[config.mk]
export PLATFORM = sky130hd
export DESIGN_NAME = ir_ring_ball_direction
export DESIGN_NICKNAME = d
export VERILOG_FILES = /design/src/hdl/irbd_pkg.sv /design/src/hdl/ir_ring_ball_direction.sv /design/src/hdl/irbd_ctrl.sv /design/src/hdl/irbd_datapath.sv
export VERILOG_INCLUDE_DIRS = /design/src /design/src/hdl
export SDC_FILE = /design/constraint.sdc
export NUM_CORES = 2
export LEC_CHECK = 0
export ABC_AREA = 1
export BUFFER_PORTS_ARGS = -buffer_cell sky130_fd_sc_hd__buf_4
export CAP_MARGIN = 10
export CORE_MARGIN = 4
export CORE_UTILIZATION = 60
export CTS_CLUSTER_DIAMETER = 50
export DETAILED_ROUTE_END_ITERATION = 10
export PLACE_DENSITY = 0.76
export SYNTH_ARGS = -nofsm -noshare
export SYNTH_HDL_FRONTEND = slang
export SYNTH_SLANG_ARGS = --single-unit
[constraint.sdc]
create_clock -name clk -period 12.1 [get_ports clk]
set_clock_uncertainty 0.1 [all_clocks]
set_input_delay 1.21 -clock clk [delete_from_list [all_inputs] [get_ports clk]]
set_output_delay 1.21 -clock clk [all_outputs]
set_load 0.01 [all_outputs]
[src/hdl/ir_ring_ball_direction_macros.svh]
`ifndef IR_RING_BALL_DIRECTION_MACROS_SVH
`define IR_RING_BALL_DIRECTION_MACROS_SVH

// Same-cycle check, clocked on clk, off while rst_n is low.
`define IRBD_ASSERT(lbl, prop, msg) \
  lbl: assert property (@(posedge clk) disable iff (!rst_n) prop) else $error(msg);

// Next-cycle check: cons must hold on the clock after ante.
`define IRBD_ASSERT_NEXT(lbl, ante, cons, msg) \
  lbl: assert property (@(posedge clk) disable iff (!rst_n) (ante) |=> (cons)) else $error(msg);

`endif

[src/hdl/irbd_pkg.sv]
`timescale 1ns / 1ps
package irbd_pkg;

  localparam int NUM_SENSORS  = 16;
  localparam int READING_BITS = 10;
  localparam int CNT_W        = $clog2(NUM_SENSORS);

  localparam int NUM_W = 10;
  localparam logic [NUM_W-1:0] NUM_RESET = 10'd250;

  localparam int SUM_W  = 32;
  localparam int DIR_W  = 17;
  localparam int PROD_W = READING_BITS + 1 + DIR_W;

  localparam int CORDIC_STEPS = 16;
  localparam int K_W          = $clog2(CORDIC_STEPS);
  localparam int CV_W         = SUM_W + 3;
  localparam int Z_W          = 21;

  localparam int ANG_W       = 16;
  localparam int DIST_W      = 16;
  localparam int ANGLE_MAX   = 25736;
  localparam int ANGLE_ROUND = 4;
  localparam int ANGLE_SHIFT = 3;

  localparam int SQ_W       = 2 * SUM_W;
  localparam int ROOT_W     = SUM_W;
  localparam int REM_W      = ROOT_W + 4;
  localparam int SQRT_STEPS = ROOT_W;
  localparam int ITER_W     = $clog2(SQRT_STEPS);

  localparam int DIV_STEPS = DIST_W;
  localparam int DIV_SHIFT = 23 - DIST_W;
  localparam int DREM_W    = ROOT_W + 1;

  localparam longint Q16_PI      = 205887;
  localparam longint Q16_HALF_PI = 102944;
  localparam longint Q16_TWO_PI  = 411775;
  localparam longint DIR_GAIN    = 19899;

  // atan(2^-k), Q.16
  localparam int ATAN_Q16 [CORDIC_STEPS] = '{
    51472, 30386, 16055, 8150, 4091, 2047, 1024, 512,
    256, 128, 64, 32, 16, 8, 4, 2
  };

  typedef struct packed {
    logic [DIR_W-1:0] c;
    logic [DIR_W-1:0] s;
  } dir_t;

  typedef dir_t [NUM_SENSORS-1:0] dir_tab_t;

  // Sensor cos/sin at scale 2^15, built with the same rotation CORDIC the
  // heading math is defined by, so the table is bit exact.
  function automatic dir_tab_t build_dir_tab();
    dir_tab_t tab;
    longint   th;
    longint   x;
    longint   y;
    longint   nx;
    logic     flip;
    for (int i = 0; i < NUM_SENSORS; i++) begin
      th = Q16_HALF_PI -
           ((longint'(i) + 1) * Q16_TWO_PI + NUM_SENSORS / 2) / NUM_SENSORS;
      x    = DIR_GAIN;
      y    = 0;
      flip = 1'b0;
      if (th > Q16_HALF_PI) begin
        th   = th - Q16_PI;
        flip = 1'b1;
      end
      if (th < -Q16_HALF_PI) begin
        th   = th + Q16_PI;
        flip = 1'b1;
      end
      for (int k = 0; k < CORDIC_STEPS; k++) begin
        if (th >= 0) begin
          nx = x - (y >>> k);
          y  = y + (x >>> k);
          th = th - longint'(ATAN_Q16[k]);
        end else begin
          nx = x + (y >>> k);
          y  = y - (x >>> k);
          th = th + longint'(ATAN_Q16[k]);
        end
        x = nx;
      end
      tab[i].c = DIR_W'(flip ? -x : x);
      tab[i].s = DIR_W'(flip ? -y : y);
    end
    return tab;
  endfunction

  localparam dir_tab_t DIR_TAB = build_dir_tab();

  typedef struct packed {
    logic              accum;
    logic              load;
    logic              sq_x;
    logic              sq_y;
    logic              add_sq;
    logic              calc;
    logic              cordic;
    logic              prep;
    logic              div;
    logic              emit;
    logic [ITER_W-1:0] iter;
  } dp_cmd_t;

  typedef struct packed {
    logic last;
    logic out_free;
  } dp_sts_t;

endpackage

[src/hdl/ir_ring_ball_direction.sv]
// Input: a reading is taken whenever the controller is idle; from the frame's last
// reading until its result is loaded into the output register, in_stall is high.
// The 32-step square root and the 16-step divider share one iteration counter;
// the next frame's readings wait until the previous frame's result is emitted.
// Reset (rst_n low, synchronous): sums and sensor index cleared, numerator 250,
// no result pending.
`timescale 1ns / 1ps
module ir_ring_ball_direction (
  input  logic                              clk,
  input  logic                              rst_n,
  // sensor readings, ring order
  input  logic                              in_valid,
  output logic                              in_stall,
  input  logic [irbd_pkg::READING_BITS-1:0] in_reading,
  // one result beat per frame
  output logic                              out_valid,
  input  logic                              out_stall,
  output logic signed [irbd_pkg::ANG_W-1:0] out_ball_angle,
  output logic [irbd_pkg::DIST_W-1:0]       out_distance_estimate,
  output logic                              out_no_signal,
  output logic                              out_saturated,
  // distance numerator write
  input  logic                              cfg_valid,
  output logic                              cfg_ready,
  input  logic [irbd_pkg::NUM_W-1:0]        cfg_distance_numerator
);

  // Frame flow:
  //   IDLE   reading * (cos, sin) from the sensor table into the running sums
  //   LOAD   latch sums, fold left half plane, take magnitudes, clear sums
  //   SQX/SQY one shared 32x32 multiplier squares |x| then |y|; ADD sums them
  //   CALC   32 root digits; heading CORDIC runs in the first 16 of them
  //   PREP   overflow check of the quotient, divider init
  //   DIV    16 quotient bits
  //   EMIT   load the output register once it is free
  // The output register decouples the result side, so a stalled result does
  // not stop the next frame from accumulating.

  irbd_pkg::dp_cmd_t cmd;
  irbd_pkg::dp_sts_t sts;

  // the user must write the register only between frames (not enforced here); always accept
  assign cfg_ready = 1'b1;

  irbd_ctrl u_ctrl (
    .clk      (clk),
    .rst_n    (rst_n),
    .in_valid (in_valid),
    .in_stall (in_stall),
    .sts      (sts),
    .cmd      (cmd)
  );

  irbd_datapath u_dp (
    .clk                    (clk),
    .rst_n                  (rst_n),
    .cmd                    (cmd),
    .sts                    (sts),
    .in_reading             (in_reading),
    .cfg_we                 (cfg_valid && cfg_ready),
    .cfg_distance_numerator (cfg_distance_numerator),
    .out_stall              (out_stall),
    .out_valid              (out_valid),
    .out_ball_angle         (out_ball_angle),
    .out_distance_estimate  (out_distance_estimate),
    .out_no_signal          (out_no_signal),
    .out_saturated          (out_saturated)
  );

endmodule

[src/hdl/irbd_ctrl.sv]
`timescale 1ns / 1ps
`include "ir_ring_ball_direction_macros.svh"
module irbd_ctrl (
  input  logic              clk,
  input  logic              rst_n,
  input  logic              in_valid,
  output logic              in_stall,
  input  irbd_pkg::dp_sts_t sts,
  output irbd_pkg::dp_cmd_t cmd
);

  typedef enum logic [8:0] {
    S_IDLE = 9'b000000001,
    S_LOAD = 9'b000000010,
    S_SQX  = 9'b000000100,
    S_SQY  = 9'b000001000,
    S_ADD  = 9'b000010000,
    S_CALC = 9'b000100000,
    S_PREP = 9'b001000000,
    S_DIV  = 9'b010000000,
    S_EMIT = 9'b100000000
  } state_t;

  state_t                      state_r, state_nxt;
  logic [irbd_pkg::ITER_W-1:0] iter_r, iter_nxt;
  logic                        accept;

  assign in_stall = (state_r != S_IDLE);
  assign accept   = in_valid && (state_r == S_IDLE);

  always_comb begin
    state_nxt  = state_r;
    iter_nxt   = iter_r;
    cmd        = '0;
    cmd.iter   = iter_r;
    cmd.cordic = (state_r == S_CALC) &&
                 (iter_r < irbd_pkg::ITER_W'(irbd_pkg::CORDIC_STEPS));
    unique case (state_r)
      S_IDLE: begin
        cmd.accum = accept;
        if (accept && sts.last) begin
          state_nxt = S_LOAD;
        end
      end
      S_LOAD: begin
        cmd.load  = 1'b1;
        state_nxt = S_SQX;
      end
      S_SQX: begin
        cmd.sq_x  = 1'b1;
        state_nxt = S_SQY;
      end
      S_SQY: begin
        cmd.sq_y  = 1'b1;
        state_nxt = S_ADD;
      end
      S_ADD: begin
        cmd.add_sq = 1'b1;
        iter_nxt   = '0;
        state_nxt  = S_CALC;
      end
      S_CALC: begin
        cmd.calc = 1'b1;
        if (iter_r == irbd_pkg::ITER_W'(irbd_pkg::SQRT_STEPS - 1)) begin
          iter_nxt  = '0;
          state_nxt = S_PREP;
        end else begin
          iter_nxt = iter_r + 1'b1;
        end
      end
      S_PREP: begin
        cmd.prep  = 1'b1;
        iter_nxt  = '0;
        state_nxt = S_DIV;
      end
      S_DIV: begin
        cmd.div = 1'b1;
        if (iter_r == irbd_pkg::ITER_W'(irbd_pkg::DIV_STEPS - 1)) begin
          iter_nxt  = '0;
          state_nxt = S_EMIT;
        end else begin
          iter_nxt = iter_r + 1'b1;
        end
      end
      S_EMIT: begin
        if (sts.out_free) begin
          cmd.emit  = 1'b1;
          state_nxt = S_IDLE;
        end
      end
      default: begin
        state_nxt = S_IDLE;
      end
    endcase
  end

  always_ff @(posedge clk) begin
    if (!rst_n) begin
      state_r <= S_IDLE;
      iter_r  <= '0;
    end else begin
      state_r <= state_nxt;
      iter_r  <= iter_nxt;
    end
  end

  `IRBD_ASSERT_NEXT(a_last_loads, accept && sts.last, state_r == S_LOAD, "frame end not loaded")
  `IRBD_ASSERT(a_emit_free, cmd.emit |-> sts.out_free, "emit into busy output")
  `IRBD_ASSERT_NEXT(a_calc_len, state_r == S_CALC && iter_r == irbd_pkg::ITER_W'(irbd_pkg::SQRT_STEPS - 1), state_r == S_PREP, "root pass length wrong")

endmodule

[src/hdl/irbd_datapath.sv]
`timescale 1ns / 1ps
`include "ir_ring_ball_direction_macros.svh"
module irbd_datapath (
  input  logic                                clk,
  input  logic                                rst_n,
  input  irbd_pkg::dp_cmd_t                   cmd,
  output irbd_pkg::dp_sts_t                   sts,
  input  logic [irbd_pkg::READING_BITS-1:0]   in_reading,
  input  logic                                cfg_we,
  input  logic [irbd_pkg::NUM_W-1:0]          cfg_distance_numerator,
  input  logic                                out_stall,
  output logic                                out_valid,
  output logic signed [irbd_pkg::ANG_W-1:0]   out_ball_angle,
  output logic [irbd_pkg::DIST_W-1:0]         out_distance_estimate,
  output logic                                out_no_signal,
  output logic                                out_saturated
);

  localparam logic signed [irbd_pkg::Z_W-1:0] ANG_HI = irbd_pkg::Z_W'(irbd_pkg::ANGLE_MAX);
  localparam logic signed [irbd_pkg::Z_W-1:0] ANG_LO = -ANG_HI;
  localparam logic signed [irbd_pkg::Z_W-1:0] Z_PI   = irbd_pkg::Z_W'(irbd_pkg::Q16_PI);

  // config and frame accumulation
  logic [irbd_pkg::NUM_W-1:0]  num_r;
  logic [irbd_pkg::CNT_W-1:0]  cnt_r, cnt_nxt;
  logic [irbd_pkg::SUM_W-1:0]  sum_x_r, sum_x_nxt, sum_y_r, sum_y_nxt;
  irbd_pkg::dir_t              dir;
  logic signed [irbd_pkg::DIR_W-1:0]        dir_c, dir_s;
  logic signed [irbd_pkg::READING_BITS:0]   rd_s;
  logic signed [irbd_pkg::PROD_W-1:0]       prod_x, prod_y;

  // heading CORDIC
  logic signed [irbd_pkg::CV_W-1:0] cx_r, cx_nxt, cy_r, cy_nxt, sx_e, sy_e, xs, ys;
  logic signed [irbd_pkg::Z_W-1:0]  z_r, z_nxt, atan_k, ang_sh, ang_cl;
  logic [irbd_pkg::K_W-1:0]         k;

  // length: squares, root, divide
  logic [irbd_pkg::SUM_W-1:0]  ax_r, ax_nxt, ay_r, ay_nxt, mul_op;
  logic [irbd_pkg::SQ_W-1:0]   mul_res, sqa_r, sqa_nxt, sqb_r, sqb_nxt, rad_r, rad_nxt;
  logic [irbd_pkg::REM_W-1:0]  rem_r, rem_nxt, rem_t, trial;
  logic [irbd_pkg::ROOT_W-1:0] root_r, root_nxt;
  logic [irbd_pkg::DREM_W-1:0] drem_r, drem_nxt, dt, dlen;
  logic [irbd_pkg::DIST_W-1:0] q_r, q_nxt;
  logic [irbd_pkg::NUM_W+irbd_pkg::DIV_SHIFT-1:0] num_sh;
  logic zero_r, zero_nxt, sat_r, sat_nxt;

  // result register
  logic                               out_valid_r, out_valid_nxt;
  logic signed [irbd_pkg::ANG_W-1:0]  out_ball_angle_r, out_ball_angle_nxt;
  logic [irbd_pkg::DIST_W-1:0]        out_dist_r, out_dist_nxt;
  logic                               out_no_signal_r, out_no_signal_nxt;
  logic                               out_saturated_r, out_saturated_nxt;

  assign dir    = irbd_pkg::DIR_TAB[cnt_r];
  assign dir_c  = dir.c;
  assign dir_s  = dir.s;
  assign rd_s   = {1'b0, in_reading};
  assign prod_x = rd_s * dir_c;
  assign prod_y = rd_s * dir_s;

  assign sx_e   = irbd_pkg::CV_W'($signed(sum_x_r));
  assign sy_e   = irbd_pkg::CV_W'($signed(sum_y_r));
  assign k      = cmd.iter[irbd_pkg::K_W-1:0];
  assign xs     = cx_r >>> k;
  assign ys     = cy_r >>> k;
  assign atan_k = irbd_pkg::Z_W'(irbd_pkg::ATAN_Q16[k]);
  assign ang_sh = (z_r + irbd_pkg::Z_W'(irbd_pkg::ANGLE_ROUND)) >>> irbd_pkg::ANGLE_SHIFT;
  assign ang_cl = (ang_sh > ANG_HI) ? ANG_HI : ((ang_sh < ANG_LO) ? ANG_LO : ang_sh);

  assign mul_op  = cmd.sq_y ? ay_r : ax_r;
  assign mul_res = irbd_pkg::SQ_W'(mul_op) * irbd_pkg::SQ_W'(mul_op);

  // one root digit: bring down two radicand bits, try 4*root+1
  assign rem_t = {rem_r[irbd_pkg::REM_W-3:0], rad_r[irbd_pkg::SQ_W-1 -: 2]};
  assign trial = {2'b00, root_r, 2'b01};

  // one quotient bit; dividend low bits are all zero
  assign dt     = {drem_r[irbd_pkg::ROOT_W-1:0], 1'b0};
  assign dlen   = {1'b0, root_r};
  assign num_sh = {num_r, {irbd_pkg::DIV_SHIFT{1'b0}}};

  assign sts.last     = (cnt_r == irbd_pkg::CNT_W'(irbd_pkg::NUM_SENSORS - 1));
  assign sts.out_free = !out_valid_r || !out_stall;

  always_comb begin
    cnt_nxt   = cnt_r;
    sum_x_nxt = sum_x_r;
    sum_y_nxt = sum_y_r;
    cx_nxt    = cx_r;
    cy_nxt    = cy_r;
    z_nxt     = z_r;
    ax_nxt    = ax_r;
    ay_nxt    = ay_r;
    zero_nxt  = zero_r;
    sqa_nxt   = sqa_r;
    sqb_nxt   = sqb_r;
    rad_nxt   = rad_r;
    rem_nxt   = rem_r;
    root_nxt  = root_r;
    drem_nxt  = drem_r;
    q_nxt     = q_r;
    sat_nxt   = sat_r;

    if (cmd.accum) begin
      sum_x_nxt = sum_x_r + irbd_pkg::SUM_W'(prod_x);
      sum_y_nxt = sum_y_r + irbd_pkg::SUM_W'(prod_y);
      cnt_nxt   = sts.last ? '0 : cnt_r + 1'b1;
    end

    if (cmd.load) begin
      // fold the left half plane onto the right, +-pi base
      if (sx_e < 0) begin
        cx_nxt = -sx_e;
        cy_nxt = -sy_e;
        z_nxt  = (sy_e >= 0) ? Z_PI : -Z_PI;
      end else begin
        cx_nxt = sx_e;
        cy_nxt = sy_e;
        z_nxt  = '0;
      end
      ax_nxt    = sum_x_r[irbd_pkg::SUM_W-1] ? -sum_x_r : sum_x_r;
      ay_nxt    = sum_y_r[irbd_pkg::SUM_W-1] ? -sum_y_r : sum_y_r;
      zero_nxt  = (sum_x_r == '0) && (sum_y_r == '0);
      sum_x_nxt = '0;
      sum_y_nxt = '0;
    end

    if (cmd.sq_x) begin
      sqa_nxt = mul_res;
    end
    if (cmd.sq_y) begin
      sqb_nxt = mul_res;
    end
    if (cmd.add_sq) begin
      rad_nxt  = sqa_r + sqb_r;
      rem_nxt  = '0;
      root_nxt = '0;
    end

    if (cmd.calc) begin
      rad_nxt = {rad_r[irbd_pkg::SQ_W-3:0], 2'b00};
      if (rem_t >= trial) begin
        rem_nxt  = rem_t - trial;
        root_nxt = {root_r[irbd_pkg::ROOT_W-2:0], 1'b1};
      end else begin
        rem_nxt  = rem_t;
        root_nxt = {root_r[irbd_pkg::ROOT_W-2:0], 1'b0};
      end
    end

    if (cmd.cordic) begin
      if (cy_r > 0) begin
        cx_nxt = cx_r + ys;
        cy_nxt = cy_r - xs;
        z_nxt  = z_r + atan_k;
      end else begin
        cx_nxt = cx_r - ys;
        cy_nxt = cy_r + xs;
        z_nxt  = z_r - atan_k;
      end
    end

    if (cmd.prep) begin
      // quotient overflows 16 bits exactly when num*2^7 >= length
      drem_nxt = irbd_pkg::DREM_W'(num_sh);
      q_nxt    = '0;
      sat_nxt  = zero_r || (irbd_pkg::ROOT_W'(num_sh) >= root_r);
    end

    if (cmd.div) begin
      if (dt >= dlen) begin
        drem_nxt = dt - dlen;
        q_nxt    = {q_r[irbd_pkg::DIST_W-2:0], 1'b1};
      end else begin
        drem_nxt = dt;
        q_nxt    = {q_r[irbd_pkg::DIST_W-2:0], 1'b0};
      end
    end
  end

  always_comb begin
    out_valid_nxt      = out_valid_r && out_stall;
    out_ball_angle_nxt = out_ball_angle_r;
    out_dist_nxt       = out_dist_r;
    out_no_signal_nxt  = out_no_signal_r;
    out_saturated_nxt  = out_saturated_r;
    if (cmd.emit) begin
      out_valid_nxt      = 1'b1;
      out_ball_angle_nxt = zero_r ? '0 : irbd_pkg::ANG_W'(ang_cl);
      out_dist_nxt       = sat_r ? '1 : q_r;
      out_no_signal_nxt  = zero_r;
      out_saturated_nxt  = sat_r;
    end
  end

  always_ff @(posedge clk) begin
    if (!rst_n) begin
      num_r       <= irbd_pkg::NUM_RESET;
      cnt_r       <= '0;
      sum_x_r     <= '0;
      sum_y_r     <= '0;
      out_valid_r <= 1'b0;
    end else begin
      if (cfg_we) begin
        num_r <= cfg_distance_numerator;
      end
      cnt_r       <= cnt_nxt;
      sum_x_r     <= sum_x_nxt;
      sum_y_r     <= sum_y_nxt;
      out_valid_r <= out_valid_nxt;
    end
  end

  always_ff @(posedge clk) begin
    cx_r             <= cx_nxt;
    cy_r             <= cy_nxt;
    z_r              <= z_nxt;
    ax_r             <= ax_nxt;
    ay_r             <= ay_nxt;
    zero_r           <= zero_nxt;
    sqa_r            <= sqa_nxt;
    sqb_r            <= sqb_nxt;
    rad_r            <= rad_nxt;
    rem_r            <= rem_nxt;
    root_r           <= root_nxt;
    drem_r           <= drem_nxt;
    q_r              <= q_nxt;
    sat_r            <= sat_nxt;
    out_ball_angle_r <= out_ball_angle_nxt;
    out_dist_r       <= out_dist_nxt;
    out_no_signal_r  <= out_no_signal_nxt;
    out_saturated_r  <= out_saturated_nxt;
  end

  assign out_valid             = out_valid_r;
  assign out_ball_angle        = out_ball_angle_r;
  assign out_distance_estimate = out_dist_r;
  assign out_no_signal         = out_no_signal_r;
  assign out_saturated         = out_saturated_r;

  `IRBD_ASSERT(a_nosig_sat, out_valid_r && out_no_signal_r |-> out_saturated_r && out_ball_angle_r == '0 && out_dist_r == '1, "empty frame result malformed")
  `IRBD_ASSERT(a_ang_range, out_valid_r |-> $signed(out_ball_angle_r) <= irbd_pkg::ANGLE_MAX && $signed(out_ball_angle_r) >= -irbd_pkg::ANGLE_MAX, "heading out of range")
  `IRBD_ASSERT_NEXT(a_out_hold, out_valid_r && out_stall, out_valid_r && $stable(out_dist_r) && $stable(out_ball_angle_r), "stalled result beat changed")

endmodule
# After elaboration in Yosys (flattened, before gate mapping)
# Memories as Yosys holds them, arrays and structs flattened. A register that Yosys moved wholly into a read port is not among the register bits.
# Cells that the tools add are included.
[word_totals] reg_bits=590 mem_bits_ro=1056 inputBits=25 wordCells=162 mem_count=2
[mem_list] name="(name not given)" words=16 width=34 rd=1 rd_ports_with_merged_regs=1 write_ports=0 line="irbd_datapath.sv:54" rtl="assign dir = irbd_pkg::DIR_TAB[cnt_r];"
[mem_list] name="(name not given)" words=16 width=32 rd=1 rd_ports_with_merged_regs=0 write_ports=0 line="irbd_datapath.sv:66" rtl="assign atan_k = irbd_pkg::Z_W'(irbd_pkg::ATAN_Q16[k]);"
[op_classes] add_sub_neg=18 mul=3 order_cmp=11 eq_ne=17 n_shift=2 mux=57 n_bitwise=2 n_reduce_logical=20
[ops] op="2-to-1 mux 35 bit" n=8
[ops] op="2-to-1 mux 32 bit" n=6
[ops] op="2-to-1 mux 21 bit" n=7
[ops] op="2-to-1 mux 34 bit" n=4
[ops] op="2-to-1 mux 64 bit" n=2
[ops] op="one-hot mux 9 bit (9 select lines)" n=1
[ops] op="adder 35 bit" n=2
[ops] op="negation 32 -> 35 bit" n=2
[ops] op=">>> shifter 35 x 4 -> 35 bit" n=2
[ops] op="subtractor 35 bit" n=2
[ops] op="adder 32 bit" n=2
[ops] op="adder 64 bit" n=1
[ops] op="zero test 32 bit" n=2
[ops] op="multiplier 32 x 32 -> 64 bit" n=1
[ops] op="negation 32 bit" n=2
[ops] op="2-to-1 mux 31 bit" n=2
[ops] op="multiplier 11 x 17 -> 28 bit" n=2
[ops] op="2-to-1 mux 16 bit" n=3
[ops] op=">= comparator 36 x 34 -> 1 bit" n=1
[ops] op="2-to-1 mux 9 bit" n=4
[ops] op="> comparator 35 x 1 -> 1 bit (second input constant)" n=1
[ops] op="subtractor 34 bit" n=1
[ops] op=">= comparator 33 x 32 -> 1 bit" n=1
[ops] op=">= comparator 17 x 32 -> 1 bit" n=1
[ops] op="43 further kinds" n=70

# Longest topological paths before layout
[depth] word_depth=7 ltp_mapped=40 ltp_nobuf=38

# Hierarchy
# A second synthesis with hierarchy kept.
[unflattened] hier_cells=11319 area_unflattened_um2=89118.0
[by_module_without_submodules] mod="irbd_datapath" n_inst=1 cells_each=11157 area_each_um2=88074.5 seq_area_each_um2=16946.3
[by_module_without_submodules] mod="irbd_ctrl" n_inst=1 cells_each=160 area_each_um2=1032.2 seq_area_each_um2=280.3
[by_module_without_submodules] mod="ir_ring_ball_direction" n_inst=1 cells_each=2 area_each_um2=11.3 seq_area_each_um2=0.0

# Worst setup path before layout
# Ideal clock, no wire load.
[synth_path] path_kind="register -> register" start="reg u_ctrl.state_r[4]" end="reg u_dp.sqa_r[58] in the netlist's numbering (data pin)" setup_time_ps=263 arrival_time_ps=8116 path_slack_ps=3621 stages_incl_launch_ff=35 n_path_buf=2 synth_period_minus_slack_ps=8479 cell_sequence="dfxtp_1 > nor2_2 > nand2_2 > nor3_1 > nand2_1 > inv_2 > buf_2 > nor2_1 > nor2_1 > clkbuf_1 > nand2_1 > fa_1 > inv_1 > fa_1 > inv_1 > fa_1 > fa_1 > inv_1 > fa_1 > inv_1 > fa_1 > inv_1 > fa_1 > fa_1 > ha_1 > a21oi_1 > o21ai_0 > a21oi_1 > a21boi_0 > nand2_1 > a21oi_1 > o21ai_0 > nand3_1 > nand2_1 > xor2_1"
[synth_via] elab_chain_cells=4
[synth_rtl] element="start, declared" line="irbd_ctrl.sv:24" rtl="state_t state_r, state_nxt;"
[synth_rtl] element="start signal, assigned" line="irbd_ctrl.sv:102" rtl="state_r <= state_nxt;"
[synth_rtl] element="equality test 9 x 4 -> 1 bit" line="irbd_ctrl.sv:38" rtl="unique case (state_r)"
[synth_rtl] element="2-to-1 mux 1 bit" line="irbd_ctrl.sv:38"
[synth_rtl] element="2-to-1 mux 32 bit" line="irbd_datapath.sv:70" rtl="assign mul_op = cmd.sq_y ? ay_r : ax_r;"
[synth_rtl] element="multiplier 32 x 32 -> 64 bit" line="irbd_datapath.sv:71" rtl="assign mul_res = irbd_pkg::SQ_W'(mul_op) * irbd_pkg::SQ_W'(mul_op);"
[synth_rtl] element="via u_dp.mul_res (one bit)" line="irbd_datapath.sv:39" rtl="logic [irbd_pkg::SQ_W-1:0] mul_res, sqa_r, sqa_nxt, sqb_r, sqb_nxt, rad_r, rad_nxt;"
[synth_rtl] element="end signal, assigned" line="irbd_datapath.sv:221" rtl="sqa_r <= sqa_nxt;"
[synth_rtl] element="end, declared" line="irbd_datapath.sv:39"
# The timed path passes the listed nets, and every way through them passes these cells.
# A chain may end at the register's enable or synchronous reset.

# Worst setup path after layout
[layout_path] start="reg u_ctrl.state_r[4]" end="reg u_dp.sqa_r[49] in the netlist's numbering (data pin)"
# The elaborated chain is that of the path after synthesis.

==> out/results.ini <==
[run_status]
status = completed

[placed_design]
gp_congestion = 1.005
dp.final_hpwl_mm = 216.3
io_buffers = 60

[synthesis]
synth_fa_ha_area_share_pct = 35.27
syn_area_per_cell_um2 = 7.861
synth.cell_area_um2 = 88540
synth_compound_area_share_pct = 11.01
synthDistinctLibCells = 72
async_reset_ff_share_pct = 0
synth-edff-count = 493
synth_seq_area_share_pct = 19.46
ys_ff_latch = 614
ys_warn_count = 0
synthMuxAreaShare_pct = 0
ys_top_cells_by_area = fa_1 25%, edfxtp_1 17%, ha_1 10%
synth_top_area_cell = fa_1
synth.net_count = 13122
synth_simple_gate_area_share_pct = 18.41
synth_flop_cell = edfxtp_1
synth_xor_area_share_pct = 4.222
synth_top_family_by_area = adder cells
yosysTopAreaCellShare_pct = 24.94
syn-instance-count = 11263

[die]
die_area_um2 = 153800
io_pins = 62
initial_utilization_pct = 60.61
die_x_um = 392.1
rows = 140
coreArea_um2 = 146100
die_h_um = 392.1

[clock_tree]
clkTransAtPathRegs_ns = 0.06
cts_setup_buffers = 0
htreeDepth = 3
cts_tree = yes
cts.sinks = 614
cts_root_buffer = clkbuf_16
cts_inserted_buffers = 87
clkLatencyLatePin_ns = 0.71
clk_path_buf_depth = 3
ctsResizeCount = 0
hold_buffers = 0

[finish]
final_layout_size_suffix_gt1_share_pct = 4.049
area_growth_syn_to_layout_pct = 5.842
final_common_cell = inv_1
mostFrequentLayoutCells = 2,331 x inv_1, 2,019 x nand2_1, 1,166 x nor2_1
nNetsFinal = 13047

[timing]
rsz0062_at_grt = false
report.final.slew_viol_count = 0
post-route-min-period_ns = 10.20
finalSetupViolCount = 0
tightestPinTransition_ns = 1.163
setup_tns_ns = 0
finalHoldViolations = 0
fin_crit_sh_pct = 84.26
max_freq_mhz = 98.08
slew_headroom_pct = 22.38

[min_path]
hold_depth = 2
min_path_type = reg -> reg

[global_routing]
grt_max_degree = 88
first_global_vias = 75669
antenna_found_initial = 5
grt_pass1_wl_mm = 417.5
grt_overflow_total = 0
grt_usage_pct = 34.72

[worst_setup_path]
cp-end-kind = flop
arrival_ns = 10.57
crit_path_end = u_dp.sqa_r[49]
critPathSlowestCell = nor2_2
worst-setup-path-type = reg -> reg
crit_required_ns = 12.48
max_stage_delay_ns = 0.80
r2r_start = u_ctrl.state_r[4]
reg2reg_depth = 32
crit_path_start_kind = flop
crit_start = u_ctrl.state_r[4]
r2r_end = u_dp.sqa_r[49]
crit_fanout = 32
crit_top_cell = fa_1
ff2ff_setup_slack_ns = 1.90

[detailed_routing]
via_per_inst = 5.789
antenna_left = 0
drt-total-wl_mm = 266.9
vias = 76310
drt_first_pass_iters = 7
wl_per_cell_um = 20.25
drtIter0Drc = 7786
drc = 0

[flow_run]
cap_violations = 0

==> metrics by stage <==
| stage | cell area [um2] | worst slack (ns) | hold slack, ns | utilization (%) | cells |
|---|---|---|---|---|---|
| 2_1_floorplan | 88540 | 3.621 | 0.3419 | - | 11263 |
| 3_3_place_gp | 90710 | 2.174 | 0.3593 | 62.09 | 13016 |
| 3_5_place_dp | 90710 | 2.037 | 0.3595 | 62.09 | 13016 |
| 4_1_cts | 93700 | 2.027 | 0.3698 | 64.14 | 13179 |
| 5_1_grt | 93700 | 1.495 | 0.4042 | 64.14 | 13179 |
| 6_report | 93710 | 1.904 | 0.3694 | 64.15 | 13183 |
==> layer usage <==
layer	global-route usage, %	wire length, um	vias up
li1	-	-	35427
met1	48.38	111200	36577
met2	53.60	117800	3681
met4	12.85	11370	0
met5	0	0	-
met3	7.426	26590	625
==> sequential cells by signal (all words and copies together) (netlist names), 4 cells and up <==
register / count
u_dp.rad_r: 64
u_dp.sqa_r: 63
u_dp.sqb_r: 63
u_dp.cx_r: 35
u_dp.cy_r: 35
u_dp.rem_r: 34
u_dp.ax_r: 32
u_dp.ay_r: 32
u_dp.drem_r: 32
u_dp.root_r: 32
u_dp.sum_x_r: 32
u_dp.sum_y_r: 32
u_dp.dir: 26
u_dp.z_r: 21
u_dp.out_ball_angle: 16
u_dp.out_distance_estimate: 16
u_dp.q_r: 16
u_dp.num_r: 10
u_ctrl.state_r: 9
u_ctrl.iter_r: 5
u_dp.cnt_r: 4
==> critical path, delay by kind of cell, from the launching register on <==
family	cells	cell delay [ns]
AO/OA/AOI/OAI	1	0.48
XOR/XNOR	1	0.23
adder cells (fa/ha/maj)	9	4.46
buffers and inverters	8	1.52
flip-flops	1	0.35
AND/OR/NAND/NOR	13	2.83
==> worst min path at each step <==
stage	start	to
floorplan	u_dp.sat_r	u_dp.out_saturated
global placement	u_dp.rad_r[0]	u_dp.rad_r[0]
detailed placement	u_dp.rad_r[1]	u_dp.rad_r[1]
CTS	u_dp.rad_r[1]	u_dp.rad_r[1]
global route	u_dp.rad_r[1]	u_dp.rad_r[1]
finish	u_dp.rad_r[1]	u_dp.rad_r[1]
==> final cells by class <==
| type | instances | area (um2) |
|---|---|---|
| Sequential cell | 614 | 17230 |
| Inverter | 2374 | 8917 |
| Multi-Input combinational cell | 7967 | 61080 |
| Clock buffer | 106 | 2330 |
| Clock inverter | 57 | 665.6 |
| Fill cell | 12724 | 52380 |
| Antenna cell | 4 | 10.01 |
| Tap cell | 1917 | 2399 |
| Timing Repair Buffer | 144 | 1081 |
==> cell families after synthesis <==
group,Yosys count
flops,614
simple gates,3969
xor+xnor,426
other cells,1
fa+ha+maj,1834
buf+inv,2682
compound gates,1737
==> synth_stat cells (all sizes together), types with 5 or more instances <==
library cell     n
o21ai          630
or2             27
nor2          1199
a31oi           95
nand4           76
nor4            52
fa            1103
dfxtp          121
o311ai           5
a31o            12
buf            123
inv           2362
a21oi          702
a221oi           8
a211oi          15
nor3            89
a22oi            6
o221ai          18
ha             731
and2             5
nand2         2034
o21bai          46
o21a            46
xor2           266
edfxtp         493
o31ai           12
a21o            43
clkbuf         185
a21boi          31
clkinv          12
nand3b          11
o22ai           11
o211ai          36
nand3          472
xnor2          160
Power is not shown: default switching activity piles up to over one toggle a cycle in this logic, so the estimate is an artifact.
